==> config.mk <==
export PLATFORM = sky130hd
export DESIGN_NAME = elevator_collective_controller_top
export DESIGN_NICKNAME = d
export VERILOG_FILES = /design/src/sv/ecc_pkg.sv /design/src/sv/elevator_collective_controller_top.sv
export SDC_FILE = /design/constraint.sdc
export NUM_CORES = 1
export LEC_CHECK = 0
export ABC_AREA = 1
export BUFFER_PORTS_ARGS = -buffer_cell sky130_fd_sc_hd__buf_4
export CORE_UTILIZATION = 36
export CTS_CLUSTER_DIAMETER = 100
export CTS_CLUSTER_SIZE = 28
export DETAILED_ROUTE_END_ITERATION = 6
export PLACE_DENSITY = 0.56
export REMOVE_ABC_BUFFERS = 1
export SYNTH_ARGS = -nofsm -noshare
export SYNTH_HDL_FRONTEND = slang
export SYNTH_SLANG_ARGS = --single-unit
==> constraint.sdc <==
create_clock -name aclk -period 3.5 [get_ports aclk]
set_input_delay 0 -clock aclk [delete_from_list [all_inputs] [get_ports aclk]]
set_output_delay 0 -clock aclk [all_outputs]
set_load 0.005 [all_outputs]
==> src/sv/ecc_pkg.sv <==
// Package for the elevator collective controller: opcodes, count limits,
// reset values and the result word layout. No dependencies.
`timescale 1ns / 1ps

package ecc_pkg;

    localparam int FLOORS_DEFAULT = 8;

    localparam int OP_W    = 2;
    localparam int FLOOR_W = 3;
    localparam int CAP_W   = 4;
    localparam int WAIT_W  = 8;
    localparam int TGT_W   = 4;
    localparam int RIDER_W = 4;

    localparam logic [OP_W-1:0] OP_TICK   = 2'd0;
    localparam logic [OP_W-1:0] OP_ARRIVE = 2'd1;
    localparam logic [OP_W-1:0] OP_BOARD  = 2'd2;
    localparam logic [OP_W-1:0] OP_ALIGHT = 2'd3;

    localparam logic [CAP_W-1:0]   CAP_RESET = 4'd5;
    localparam logic [RIDER_W-1:0] RIDER_MAX = 4'd15;

    localparam int IN_DATA_W  = 8;
    localparam int OUT_DATA_W = 16;

    // Result word, car_floor in the lowest bits.
    typedef struct packed {
        logic               idle;
        logic               accepted;
        logic [RIDER_W-1:0] riders;
        logic               door_open;
        logic               going_up;
        logic [FLOOR_W-1:0] car_floor;
    } result_t;

    localparam int RESULT_W = $bits(result_t);

endpackage

==> src/sv/elevator_collective_controller_top.sv <==
// Elevator collective (scan) controller, top level.
// Depends on ecc_pkg for opcodes, limits and the result word layout.
`timescale 1ns / 1ps

//  channel   | direction | fields (low bit first)
//  ----------+-----------+-----------------------------------------------------
//  s_ (in)   | slave     | tuser: opcode[1:0]; tdata: floor[2:0], dest[5:3]
//  m_ (out)  | master    | tdata: car_floor[2:0], going_up[3], door_open[4],
//            |           |        riders[8:5], accepted[9], idle[10]
//  cfg       | write     | cfg_wr_data: car_capacity[3:0]
//
//  Each input word updates the car state in the cycle it is accepted and its
//  result word is registered for m_: one word per cycle while m_tready holds.
//  The output register has a one-word skid stage behind it, so an input word is
//  taken while a result waits; s_tready drops only when both are full.
//  aresetn (synchronous, active low) parks the car at the ground floor, going
//  up, door closed, empty, with all per-floor counts cleared and capacity 5.

module elevator_collective_controller_top #(
    parameter int FLOORS = ecc_pkg::FLOORS_DEFAULT
) (
    input  logic                          aclk,
    input  logic                          aresetn,
    // car_capacity[3:0]
    input  logic                          cfg_wr_en,
    input  logic [ecc_pkg::CAP_W-1:0]     cfg_wr_data,
    input  logic                          s_tvalid,
    output logic                          s_tready,
    // floor[2:0], dest[5:3], zero pad above
    input  logic [ecc_pkg::IN_DATA_W-1:0] s_tdata,
    // opcode[1:0]
    input  logic [ecc_pkg::OP_W-1:0]      s_tuser,
    output logic                          m_tvalid,
    input  logic                          m_tready,
    // car_floor[2:0], going_up[3], door_open[4], riders[8:5], accepted[9],
    // idle[10], zero pad above
    output logic [ecc_pkg::OUT_DATA_W-1:0] m_tdata
);
    import ecc_pkg::*;

    localparam int PosW = (FLOORS > 1) ? $clog2(FLOORS) : 1;
    // compare width: holds any floor field, any position and FLOORS itself
    localparam int CmpW = ((PosW > FLOOR_W) ? PosW : FLOOR_W) + 1;

    // ---------------- state ----------------
    logic [CAP_W-1:0]   cap_reg;
    logic [PosW-1:0]    pos_reg,   pos_next;
    logic               up_reg,    up_next;
    logic               door_reg,  door_next;
    logic [RIDER_W-1:0] riders_reg, riders_next;
    logic [WAIT_W-1:0]  wait_cnt_reg [FLOORS];
    logic [WAIT_W-1:0]  wait_cnt_next [FLOORS];
    logic [TGT_W-1:0]   tgt_cnt_reg  [FLOORS];
    logic [TGT_W-1:0]   tgt_cnt_next [FLOORS];

    // ---------------- input decode ----------------
    logic              s_accept;
    logic [OP_W-1:0]   op;
    logic [CmpW-1:0]   fl_ext, ds_ext, pos_ext;
    logic              fl_ok, ds_ok;

    assign s_accept = s_tvalid && s_tready;
    assign op       = s_tuser;
    assign fl_ext   = CmpW'(s_tdata[FLOOR_W-1:0]);
    assign ds_ext   = CmpW'(s_tdata[2*FLOOR_W-1:FLOOR_W]);
    assign pos_ext  = CmpW'(pos_reg);
    assign fl_ok    = fl_ext < CmpW'(FLOORS);
    assign ds_ok    = ds_ext < CmpW'(FLOORS);

    // ---------------- per-floor flags ----------------
    logic [FLOORS-1:0] fl_hit, ds_hit, pos_hit, above_m, below_m;
    logic [FLOORS-1:0] wait_nz, wait_full, tgt_nz, tgt_full, wants;
    logic [FLOORS-1:0] wait_inc, wait_dec, tgt_inc, tgt_dec, wants_next;

    for (genvar f = 0; f < FLOORS; f++) begin : g_floor
        assign fl_hit[f]    = fl_ext == CmpW'(f);
        assign ds_hit[f]    = ds_ext == CmpW'(f);
        assign pos_hit[f]   = pos_ext == CmpW'(f);
        assign above_m[f]   = CmpW'(f) > pos_ext;
        assign below_m[f]   = CmpW'(f) < pos_ext;
        assign wait_nz[f]   = |wait_cnt_reg[f];
        assign wait_full[f] = &wait_cnt_reg[f];
        assign tgt_nz[f]    = |tgt_cnt_reg[f];
        assign tgt_full[f]  = &tgt_cnt_reg[f];
        assign wants[f]     = wait_nz[f] | tgt_nz[f];

        // each floor's counters update themselves; events are one-hot by opcode
        always_comb begin
            wait_cnt_next[f] = wait_cnt_reg[f];
            tgt_cnt_next[f]  = tgt_cnt_reg[f];
            if (wait_inc[f]) begin
                wait_cnt_next[f] = wait_cnt_reg[f] + WAIT_W'(1);
            end else if (wait_dec[f]) begin
                wait_cnt_next[f] = wait_cnt_reg[f] - WAIT_W'(1);
            end
            if (tgt_inc[f]) begin
                tgt_cnt_next[f] = tgt_cnt_reg[f] + TGT_W'(1);
            end else if (tgt_dec[f]) begin
                tgt_cnt_next[f] = tgt_cnt_reg[f] - TGT_W'(1);
            end
        end

        assign wants_next[f] = (|wait_cnt_next[f]) | (|tgt_cnt_next[f]);

        always_ff @(posedge aclk) begin
            if (!aresetn) begin
                wait_cnt_reg[f] <= '0;
                tgt_cnt_reg[f]  <= '0;
            end else begin
                wait_cnt_reg[f] <= wait_cnt_next[f];
                tgt_cnt_reg[f]  <= tgt_cnt_next[f];
            end
        end
    end

    logic any_req, req_above, req_below;
    logic wait_at_pos, tgt_at_pos, wait_room_fl, tgt_room_ds;

    assign any_req      = |wants;
    assign req_above    = |(wants & above_m);
    assign req_below    = |(wants & below_m);
    assign wait_at_pos  = |(wait_nz & pos_hit);
    assign tgt_at_pos   = |(tgt_nz & pos_hit);
    assign wait_room_fl = |(~wait_full & fl_hit);
    assign tgt_room_ds  = |(~tgt_full & ds_hit);

    // ---------------- passenger events ----------------
    logic at_car, arrive_ok, board_ok, alight_ok, is_tick;

    assign is_tick   = s_accept && (op == OP_TICK);
    assign at_car    = fl_ok && (fl_ext == pos_ext) && door_reg;
    assign arrive_ok = s_accept && (op == OP_ARRIVE) && fl_ok && wait_room_fl;
    assign board_ok  = s_accept && (op == OP_BOARD) && ds_ok && at_car && wait_at_pos
                       && (riders_reg < cap_reg) && (riders_reg < RIDER_MAX)
                       && tgt_room_ds;
    assign alight_ok = s_accept && (op == OP_ALIGHT) && at_car && tgt_at_pos
                       && (riders_reg != '0);

    assign wait_inc = arrive_ok ? fl_hit : '0;
    assign wait_dec = board_ok  ? fl_hit : '0;
    assign tgt_inc  = board_ok  ? ds_hit : '0;
    assign tgt_dec  = alight_ok ? fl_hit : '0;

    // ---------------- tick: door, direction, travel ----------------
    logic hold_floor;
    assign hold_floor = tgt_at_pos || (wait_at_pos && (riders_reg < cap_reg));

    always_comb begin
        door_next   = door_reg;
        up_next     = up_reg;
        pos_next    = pos_reg;
        riders_next = riders_reg;
        if (board_ok) begin
            riders_next = riders_reg + RIDER_W'(1);
        end else if (alight_ok) begin
            riders_next = riders_reg - RIDER_W'(1);
        end
        if (is_tick) begin
            if (!door_reg) begin
                door_next = any_req;
            end else if (!hold_floor) begin
                door_next = 1'b0;
                if (any_req) begin
                    // keep direction while requests lie ahead, else turn around if any lie behind
                    if (up_reg && !req_above && req_below) begin
                        up_next = 1'b0;
                    end else if (!up_reg && !req_below && req_above) begin
                        up_next = 1'b1;
                    end
                    if (up_next && req_above) begin
                        pos_next = pos_reg + PosW'(1);
                    end else if (!up_next && req_below) begin
                        pos_next = pos_reg - PosW'(1);
                    end
                end
            end
        end
    end

    always_ff @(posedge aclk) begin
        if (!aresetn) begin
            cap_reg    <= CAP_RESET;
            pos_reg    <= '0;
            up_reg     <= 1'b1;
            door_reg   <= 1'b0;
            riders_reg <= '0;
        end else begin
            if (cfg_wr_en) begin
                cap_reg <= cfg_wr_data;
            end
            pos_reg    <= pos_next;
            up_reg     <= up_next;
            door_reg   <= door_next;
            riders_reg <= riders_next;
        end
    end

    // ---------------- result word, output register and skid ----------------
    result_t res_new;
    always_comb begin
        res_new.car_floor = FLOOR_W'(pos_next);
        res_new.going_up  = up_next;
        res_new.door_open = door_next;
        res_new.riders    = riders_next;
        res_new.accepted  = arrive_ok || board_ok || alight_ok;
        res_new.idle      = ~|wants_next;
    end

    result_t out_reg, skid_reg;
    logic    out_valid_reg, skid_valid_reg;

    assign s_tready = !skid_valid_reg;
    assign m_tvalid = out_valid_reg;
    assign m_tdata  = OUT_DATA_W'(out_reg);

    always_ff @(posedge aclk) begin
        if (!aresetn) begin
            out_valid_reg  <= 1'b0;
            skid_valid_reg <= 1'b0;
        end else if (out_valid_reg && !m_tready) begin
            // output stalled: a new word parks in the skid stage
            if (s_accept) begin
                skid_valid_reg <= 1'b1;
            end
        end else if (skid_valid_reg) begin
            out_valid_reg  <= 1'b1;
            skid_valid_reg <= 1'b0;
        end else begin
            out_valid_reg <= s_accept;
        end
    end

    always_ff @(posedge aclk) begin
        if (out_valid_reg && !m_tready) begin
            if (s_accept) begin
                skid_reg <= res_new;
            end
        end else if (skid_valid_reg) begin
            out_reg <= skid_reg;
        end else if (s_accept) begin
            out_reg <= res_new;
        end
    end

    // ---------------- assertions ----------------
    a_skid_behind_out: assert property (@(posedge aclk) disable iff (!aresetn)
        skid_valid_reg |-> out_valid_reg)
        else $error("skid stage holds a word while the output register is empty");

    a_door_opens_on_tick: assert property (@(posedge aclk) disable iff (!aresetn)
        $past(aresetn) && $rose(door_reg) |-> $past(is_tick))
        else $error("door opened without a tick");

    a_move_closed: assert property (@(posedge aclk) disable iff (!aresetn)
        $past(aresetn) && !$stable(pos_reg) |-> !door_reg && $past(door_reg))
        else $error("car moved without closing its door on that tick");

    a_riders_at_open_door: assert property (@(posedge aclk) disable iff (!aresetn)
        $past(aresetn) && !$stable(riders_reg) |-> door_reg && $past(door_reg))
        else $error("rider count changed with the door closed");

    a_board_within_capacity: assert property (@(posedge aclk) disable iff (!aresetn)
        board_ok |-> riders_reg < cap_reg)
        else $error("boarding accepted at or above capacity");

endmodule
==> out/metrics.cfg, run 1 <==
[clock_network]
h-tree-depth = 4
clock_path_buffers = 2
clock_latency_ns = 0.44
cts_tree = done
clk_pin_slew_worst_paths_ns = 0.06
cts_made_buffers = 17
cts_sinks = 133
cts-root-buf = clkbuf_16

[placement]
routabilityCongestion = 0.958
pre_cts_slack_ns = 0.151
dp_hpwl_um = 22000
placement.io_buffers = 29

[outcome]
status = completed

[pwr]
power_mw = 3.77
seqPwrFrac_pct = 42.2
p_leak_nw = 5.79
sw_frac_of_total_pct = 25.7
power_frac_clock_pct = 48.4
power_density_nw_per_um2 = 318
p_int_mw = 2.80
vdd_drop_max_uv = 355
p_sw_mw = 0.970
combPwrFrac_pct = 9.4

[setup_path]
crit_family = simple AND/OR/NAND/NOR gates
slowest_stage = dfxtp_1
endpoint_kind = register
crit_arrival_ns = 3.57
critPathBufInv = 3
path_common_cell = nand2_1
critPathKind = reg -> reg
start_kind = register
worstPathRequired_ns = 3.81
endpoint = m_tdata[10]
worstRegToRegCells = 22
startpoint = wait_cnt_reg[1][9]
slowest_delay_ns = 0.33
r2r_end = m_tdata[10]
r2r_slack_ns = 0.25
critPathMaxFanout = 26
timing.rr.start = wait_cnt_reg[1][9]
cp_cell_sequence = inv_1 -> ha_1 -> nand3_1 -> o21ai_0 -> nand2_1 -> nor2_1 -> nand2_1 -> nand2_1 -> nor2_4 -> buf_12 -> buf_4 -> nand2_1 -> nand2_1 -> nand2_1 -> nand2_1 -> nor2_1 -> nand3_1 -> nor2_1 -> nand3_1 -> nor2_1 -> nand3_1 -> nand2_1
critical_path_depth = 22

[synthesis]
synthesis.area_um2 = 10200
netlist_instances = 1655
yosysUniqueCellTypes = 47
ys.flop_type = dfxtp_1
yosys_warnings = 0
syn_area_per_cell_um2 = 6.15
async_reset_ff_share_pct = 0
synth_edf_count = 22
seq_area_frac_synth_pct = 28.3
ys_ff_latch = 133

[cells_and_area]
final_cell_mix = nand2_1, inv_1, nor2_1
nFillCells = 2949
area_growth_pct = 16.4
layout_commonest_cell = nand2_1
largest_register_ffs = 64
layout.nets = 1803
drive_gt1_share_pct = 9.34
antennaDiodeCount = 0

[floorplan]
core_um2 = 27800
dieWidth_um = 170
std_cell_rows = 61
die-area_um2 = 29000
initial_core_util_pct = 36.6
die_h_um = 170
io_pins = 37

[sta]
fmax_ghz = 0.307
grt_setup_unrepaired = no
skew_ns = 0.0138
final-setup-viol-count = 0
maxSlewHeadroom_pct = 40.6
fin_crit_sh_pct = 93.0
setup_ws_ns = 0.245
hold_slack_ns = 0.0353
setup_tns_ns = 0
fin_crit_ns = 3.25
hold_viol_final = 0
slew_viol_final = 0
tightestPinTransition_ns = 0.888

[routing]
post_drt_via_cell_ratio = 4.88
first_iter_violations = 774
drcViolationCount = 0
vias = 10354
postRouteWirelength_um = 28600
antenna_left = 0
wl_per_cell_um = 13.5
dr.pass1.iters = 6

[global_route]
grt_max_degree = 50
track_usage_pct = 20.3
antenna_found_initial = 0
grt_pass1_wl_um = 46100
grt-ovfl-total = 0
first_global_vias = 9288

[job]
drv_cap = 0

[worst_hold_path]
hp-class = in -> reg

## power by group through the flow
stage	Sequential (mW)	Clock [mW]	Combinational (mW)
global route	1.59	1.94	0.393
detailed placement	1.62	0	0.331
finish	1.59	1.83	0.354
CTS	1.59	1.88	0.348
floorplan	1.62	0	0.192
global placement	1.62	0	0.331
## timing repair
action                                  CTS  global route
resized for setup                         0            17
endpoints found under the setup margin    0             2
hold endpoints to repair                  9             0
buffers inserted                          0             3
hold buffers                             16             0
## kinds of logic (layout without fill, tap and decap cells)
kind of cell             count (synthesis)  after routing  synth area share [%]
flip-flops                             133            133                  28.3
AND/OR/NAND/NOR                       1036           1036                  44.8
adder cells (fa/ha/maj)                 52             52                  6.39
XOR/XNOR                                32             32                  2.75
AO/OA/AOI/OAI                          148            148                  7.68
buffers and inverters                  253            339                  10.0
other                                    1              5                0.0368
## how the worst min path moves through the flow
stage | startpoint | end | slack [ns] | depth (start not counted)
floorplan | aresetn | up_reg | 0.07 | 1
global placement | cfg_wr_data[2] | cap_reg[2] | 0.22 | 3
detailed placement | cfg_wr_data[0] | cap_reg[0] | 0.22 | 3
finish | s_tdata[5] | tgt_cnt_reg[0][14] | 0.04 | 4
CTS | s_tdata[5] | tgt_cnt_reg[0][14] | 0.004 | 4
global route | s_tdata[5] | tgt_cnt_reg[0][14] | 0.05 | 4
## synth_stat cells (all sizes together), types with 4 or more instances
cell type	count	area, um^2
nand3b	17	128
ha	52	651
clkbuf	17	63.8
dfxtp	111	2220
nor2	199	807
o21ai	71	355
a21oi	66	342
and2	4	25.0
nand2	536	2060
nor4	6	37.5
inv	211	792
nand4	39	244
nor3	37	245
nand3	188	951
or2	8	50.1
buf	22	153
edfxtp	22	661
xor2	29	254
## worst min-delay path, cell delays in order
cell	delay (ns)
buf_4	0.15
nor2_2	0.09
nand3_1	0.11
a21oi_1	0.07
## final cells by class
| type | count | area, um^2 | share of cell area [%] |
|---|---|---|---|
| inverter | 214 | 806 | 6.80 |
| tap | 378 | 473 | 3.99 |
| sequential | 133 | 2880 | 24.3 |
| multi-input combinational | 1273 | 6330 | 53.5 |
| timing repair buffer | 93 | 751 | 6.34 |
| clock buffer | 22 | 507 | 4.28 |
| clock inverter | 10 | 93.8 | 0.792 |
## metal layers
| layer | routed length (um) | track usage (%) | vias up |
|---|---|---|---|
| met3 | 1340 | 3.60 | 42 |
| met1 | 13700 | 26.9 | 4604 |
| met2 | 12700 | 32.6 | 254 |
| li1 | - | - | 5454 |
| met5 | 0 | 0 | - |
| met4 | 808 | 7.91 | 0 |
## per-stage QoR
stage	utilization (%)	area, um^2	instances
after floorplan	-	9980	1620
after global placement	39.7	11000	2072
after detailed placement	39.7	11000	2072
after CTS	42.4	11800	2120
after global routing	42.7	11800	2123
final	42.7	11800	2123
Power figures use the tool's default switching activity.
==> run 2, diff against run 1 <==
CORE_ASPECT_RATIO = 2   (was not set)
==> run 2 against run 1 <==
  * Core utilization grew 0.45 points
  * Via count up 1.8%
  * Non-clock buffer count up 5
  * Register-to-register slack better by 0.05 ns
  * Final area rose by 0.60%
  * Setup slack better by 0.053 ns
  * Cell count fell by 0.89%
  * Largest cell class unchanged
  * Clock skew down 0.0032 ns
  * Sequential power hardly changed
  * Critical path type unchanged
==> out/metrics.cfg, run 2 (synthesis results as in run 1) <==
[outcome]
status = completed

[routing]
wl_per_cell_um = 14.7  ; +8.8%
antenna_left = 0  ; unchanged
vias = 10538  ; +1.8%
dr.pass1.iters = 5  ; -1
postRouteWirelength_um = 30800  ; +7.8%
first_iter_violations = 453  ; -41%
post_drt_via_cell_ratio = 5.01  ; +2.7%
drcViolationCount = 0  ; unchanged

[clock_network]
h-tree-depth = 4  ; unchanged
cts_sinks = 133  ; unchanged
cts-root-buf = clkbuf_16
clock_path_buffers = 2  ; unchanged
clock_latency_ns = 0.45  ; about the same
clk_pin_slew_worst_paths_ns = 0.07  ; about the same
cts_made_buffers = 17  ; unchanged
cts_tree = done

[setup_path]
slowest_delay_ns = 0.33  ; about the same
worstPathRequired_ns = 3.82  ; about the same
critPathKind = reg -> reg
endpoint_kind = register
slowest_stage = dfxtp_1
critPathMaxFanout = 14  ; -46%
start_kind = register
crit_arrival_ns = 3.52  ; -0.05 ns
cp_cell_sequence = inv_1 -> ha_1 -> nand3_1 -> o21ai_0 -> nand2_1 -> nor2_1 -> nand2_1 -> nand2_1 -> nor2_4 -> buf_12 -> nand2_2 -> nand2_2 -> nand2_1 -> nand2_1 -> nand2_1 -> inv_1 -> nor2_1 -> nand2_1 -> nor2_1 -> nand2_1 -> nor2_2 -> nand3_1 -> nand2_1
path_common_cell = nand2_1

[placement]
placed_cells = 2052  ; -0.97%
dp_hpwl_um = 24000  ; +9.1%
placement.io_buffers = 29  ; unchanged
routabilityCongestion = 0.892  ; -6.9%

[global_route]
grt_max_degree = 61  ; +22%
grt_pass1_wl_um = 48600  ; +5.3%
first_global_vias = 10059  ; +8.3%
grt-ovfl-total = 0  ; unchanged
busiest_layer = met2
met2_usage_pct = 42.9  ; +10 points
track_usage_pct = 21.9  ; +1.6 points
grtUsageMet1_pct = 20.5  ; -6.4 points
use_met3_pct = 3.69  ; +0.086 points
antenna_found_initial = 0  ; unchanged

[floorplan]
initial_core_util_pct = 36.8  ; +0.17 points
std_cell_rows = 86  ; +41%
die-area_um2 = 29000  ; +0.14%
core_um2 = 27700  ; -0.46%
die_h_um = 240  ; +41%
io_pins = 37  ; unchanged
dieWidth_um = 121  ; -29%

[pwr]
vdd_drop_max_uv = 318  ; -10%
p_int_mw = 2.77  ; -1.1%
seqPwrFrac_pct = 41.7  ; -0.5 points
p_leak_nw = 5.86  ; +1.2%
power_density_nw_per_um2 = 320  ; +0.51%
combPwrFrac_pct = 9.4  ; about the same
p_sw_mw = 1.04  ; +7.6%
power_frac_clock_pct = 48.8  ; +0.4 points
sw_frac_of_total_pct = 27.4  ; +1.6 points

[cells_and_area]
nFillCells = 2985  ; +1.2%
fin_cells = 2104  ; -0.89%
layout_commonest_cell = nand2_1
layout.nets = 1810  ; +0.39%
area_growth_pct = 17.1
fin_util_pct = 43.1  ; +0.45 points
final_cell_mix = nand2_1, inv_1, nor2_1
drive_gt1_share_pct = 9.99  ; +0.65 points
largest_register_ffs = 64  ; unchanged
antennaDiodeCount = 0  ; unchanged

[sta]
setup_tns_ns = 0  ; unchanged
fin_crit_sh_pct = 91.5  ; -1.5 points
fin_crit_ns = 3.20  ; -0.0533 ns
final-setup-viol-count = 0  ; unchanged
skew_ns = 0.0107  ; -0.00315 ns
tightestPinTransition_ns = 0.931  ; +0.0433 ns
maxSlewHeadroom_pct = 37.7  ; -2.9 points
slew_viol_final = 0  ; unchanged
hold_viol_final = 0  ; unchanged
fmax_ghz = 0.312  ; +1.7%
grt_setup_unrepaired = no

[worst_hold_path]
hp-class = in -> reg

[job]
drv_cap = 0  ; unchanged

==> run 2: final timing paths <==
path,startpoint,to,slack [ns],cells after the start
setup / recovery,wait_cnt_reg[1][8],m_tdata[10],0.30,23
hold / removal,s_tuser[0],door_reg,0.06,5
setup reg to reg,wait_cnt_reg[1][8],m_tdata[10],0.30,23
hold reg to reg,wait_cnt_reg[1][30],wait_cnt_reg[1][30],0.50,2
==> run 2: routing by layer <==
metal,part of all wire [%],vias up
met1,37,4822
met3,3.0,84
met2,55,164
met4,5.5,0
met5,0,-
li1,-,5468
==> run 2: what timing repair did <==
action                                  in CTS  in global routing
endpoints found under the hold margin        9                  0
endpoints found under the setup margin       0                  2
setup buffers                                0                  1
resized for setup                            0                 23
hold buffers                                16                  0
==> run 2: per-stage QoR <==
step,power (mW),hold WS (ns),area [um^2],setup slack (ns)
after floorplan,1.82,0.0688,9980,0.479
after global placement,1.96,0.218,11100,0.0991
after detailed placement,1.96,0.219,11100,0.130
after CTS,3.86,0.0437,11800,0.0811
after global routing,3.97,0.0913,11900,0.0278
final,3.81,0.0643,11900,0.299
==> run 2: area by class of cell <==
| cell class | count | area, um^2 | area share (%) |
|---|---|---|---|
| tap | 352 | 440 | 3.69 |
| clock inverter | 15 | 168 | 1.41 |
| inverter | 214 | 806 | 6.76 |
| sequential | 133 | 2890 | 24.2 |
| timing repair buffer | 98 | 831 | 6.97 |
| clock buffer | 17 | 425 | 3.57 |
| multi-input combinational | 1275 | 6360 | 53.4 |
==> run 2: critical path, delay by kind of cell (launching register included) <==
family	cells	cell delay, ns
compound gates	1	0.29
fa+ha+maj	1	0.17
buf+inv	3	0.34
flops	1	0.33
simple gates	18	1.94
==> run 2: power by group through the flow <==
stage / registers (mW) / logic [mW] / clock network [mW]
6_report: 1.59 / 0.360 / 1.86
3_3_place_gp: 1.62 / 0.337 / 0
2_1_floorplan: 1.62 / 0.192 / 0
3_5_place_dp: 1.63 / 0.339 / 0
4_1_cts: 1.59 / 0.356 / 1.91
5_1_grt: 1.59 / 0.398 / 1.98
==> run 3, diff against run 2 <==
PLACE_DENSITY = 0.58   (was 0.56)
clock period = 2.8 ns   (was 3.5 ns; I/O delays follow)
==> run 3 against run 2 <==
  * The run now ends with negative setup slack left
  * Clock-buffer cell count unchanged
  * Sequential share of layout area decreased by 5.6 points
  * Via count grew 18%
  * Clock skew fell by 0.0020 ns
  * Maximum frequency is 11% higher
  * Core utilization rose by 14 points
  * Global-route usage increased by 4.2 points
  * Critical endpoint unchanged
  * Final area grew 32%
  * Largest cell class unchanged
  * Worst hold slack improved by 0.011 ns
==> out/metrics.cfg, run 3 (synthesis results as in run 1) <==
[outcome]
status = finished with violations
violations = negative setup slack

[sta]
grt_setup_unrepaired = yes
hold_viol_final = 0  ; unchanged
fin_crit_sh_pct = 103  ; +12 points
final-setup-viol-count = 3  ; +3
hold_slack_ns = 0.0754  ; +0.0111 ns
skew_ns = 0.00870  ; -0.00199 ns
slew_viol_final = 0  ; unchanged
setup_ws_ns = -0.0880  ; -0.387 ns
maxSlewHeadroom_pct = 64.7  ; +27 points
tightestPinTransition_ns = 0.526  ; -0.405 ns
fin_crit_ns = 2.89  ; -0.313 ns
fmax_ghz = 0.346  ; +11%

[global_route]
grt-ovfl-total = 0  ; unchanged
first_global_vias = 12272  ; +22%
grt_max_degree = 80  ; +31%
grt_pass1_wl_um = 58400  ; +20%
antenna_found_initial = 0  ; unchanged
track_usage_pct = 26.1  ; +4.2 points

[floorplan]
die_h_um = 240  ; unchanged
die-area_um2 = 29000  ; unchanged
initial_core_util_pct = 36.8  ; unchanged
core_um2 = 27700  ; unchanged
dieWidth_um = 121  ; unchanged
io_pins = 37  ; unchanged
std_cell_rows = 86  ; unchanged

[cells_and_area]
area_growth_pct = 54.8
nFillCells = 2612  ; -12%
final-seq-area_um2 = 2930  ; +1.4%
antennaDiodeCount = 0  ; unchanged
layout.nets = 2176  ; +20%
fin_cells = 2470  ; +17%
final_cell_mix = nand2_1, buf_4, inv_1
largest_register_ffs = 64  ; unchanged
layout_commonest_cell = nand2_1
drive_gt1_share_pct = 34.3  ; +24 points
fin_util_pct = 57.0  ; +14 points
multi_input_area_um2 = 7210  ; +13%
stdcell_area_um2 = 15800  ; +32%

[worst_hold_path]
hp-class = in -> reg

[clock_network]
cts_sinks = 133  ; unchanged
cts_made_buffers = 17  ; unchanged
cts-root-buf = clkbuf_16
h-tree-depth = 4  ; unchanged
clk_pin_slew_worst_paths_ns = 0.07  ; about the same
clock_path_buffers = 2  ; unchanged
cts_tree = done
clock_latency_ns = 0.45  ; about the same

[pwr]
power_density_nw_per_um2 = 319  ; -0.41%
vdd_drop_max_uv = 433  ; +36%
p_leak_nw = 7.86  ; +34%

[placement]
placed_cells = 2368  ; +15%
pre_cts_slack_ns = -0.589  ; -0.719 ns
routabilityCongestion = 0.954  ; +7.0%
placement.io_buffers = 29  ; unchanged
placed_cell_area_um2 = 13500  ; +22%
dp_hpwl_um = 28200  ; +18%

[routing]
dr.pass1.iters = 6  ; +1
first_iter_violations = 662  ; +46%
antenna_left = 0  ; unchanged
drcViolationCount = 0  ; unchanged
vias = 12408  ; +18%
post_drt_via_cell_ratio = 5.02  ; +0.30%
postRouteWirelength_um = 37200  ; +21%
wl_per_cell_um = 15.1  ; +2.8%

[setup_path]
critPathKind = reg -> reg
start_kind = register
crit_arrival_ns = 3.22  ; -0.30 ns
endpoint_kind = register
worstPathRequired_ns = 3.13  ; -0.69 ns
critPathMaxFanout = 7  ; -7

[job]
drv_cap = 0  ; unchanged

## run 3: cell count changes in the layout (fill, tap and decap cells not counted), moves of 20 or more
cell / before / now
buf_4: 78 / 417
nand2_1: 522 / 484
nor2_1: 187 / 150
nand3_1: 184 / 153
nand2_2: 10 / 35
nor2_2: 6 / 28
dfxtp_1: 109 / 88
nand3_2: 3 / 23
o21ai_0: 59 / 39
## run 3: path summary, 6_finish.rpt
path	slack, ns	startpoint	cells past startpoint	endpoint
max reg2reg	-0.09	wait_cnt_reg[0][1]	23	m_tdata[10]
max	-0.09	wait_cnt_reg[0][1]	23	m_tdata[10]
min reg2reg	0.51	wait_cnt_reg[1][23]	2	wait_cnt_reg[1][23]
min	0.08	s_tuser[0]	6	door_reg
## run 3: critical path, cell delays in order, from the launching register on
cell and delay (ns):
dfxtp_4 0.36, ha_4 0.16, nand2_1 0.06, inv_1 0.06, nand3_2 0.07, nand2_1 0.06, nand2_1 0.09, nor2_1 0.05
buf_4 0.14, nand2_8 0.12, nand2_8 0.14, nor2_4 0.20, clkinv_4 0.14, nand2_8 0.11, nand3_1 0.08, xor2_1 0.15
buf_4 0.15, nor2_2 0.07, nand2_1 0.08, nor2_1 0.11, nand2_1 0.07, nor2_2 0.13, nand3_1 0.08, nand2_1 0.06
## run 3: cell type report
type / count / share of cell area [%]
multi-input combinational: 1276 / 45.7
timing repair buffer: 463 / 23.8
sequential: 133 / 18.6
inverter: 214 / 5.22
tap: 352 / 2.79
clock buffer: 17 / 2.70
clock inverter: 15 / 1.22
## run 3: routing by layer
| metal | GRT usage, % | part of all wire [%] |
|---|---|---|
| met5 | 0 | 0 |
| met4 | 19.5 | 7.7 |
| met3 | 4.19 | 3.2 |
| met2 | 50.6 | 55 |
| met1 | 23.6 | 34 |
## run 3: per-stage QoR
stage | total power [mW] | TNS, ns
6_report | 5.02 | -0.165
5_1_grt | 5.20 | -1.29
4_1_cts | 5.03 | -0.0205
3_5_place_dp | 2.52 | -3.60
3_3_place_gp | 2.51 | -3.01
2_1_floorplan | 2.27 | -0.440
## run 3: power breakdown
group          internal, mW  switching [mW]
sequential             1.97          0.0165
clock                  1.42            1.01
combinational         0.251           0.359
## run 3: what timing repair did
item	CTS	global route
pin swaps	71	54
cloned	3	2
gates resized for setup	189	129
hold buffers	16	0
hold endpoints to repair	9	0
setup buffers	41	11
setup endpoints to repair	16	23
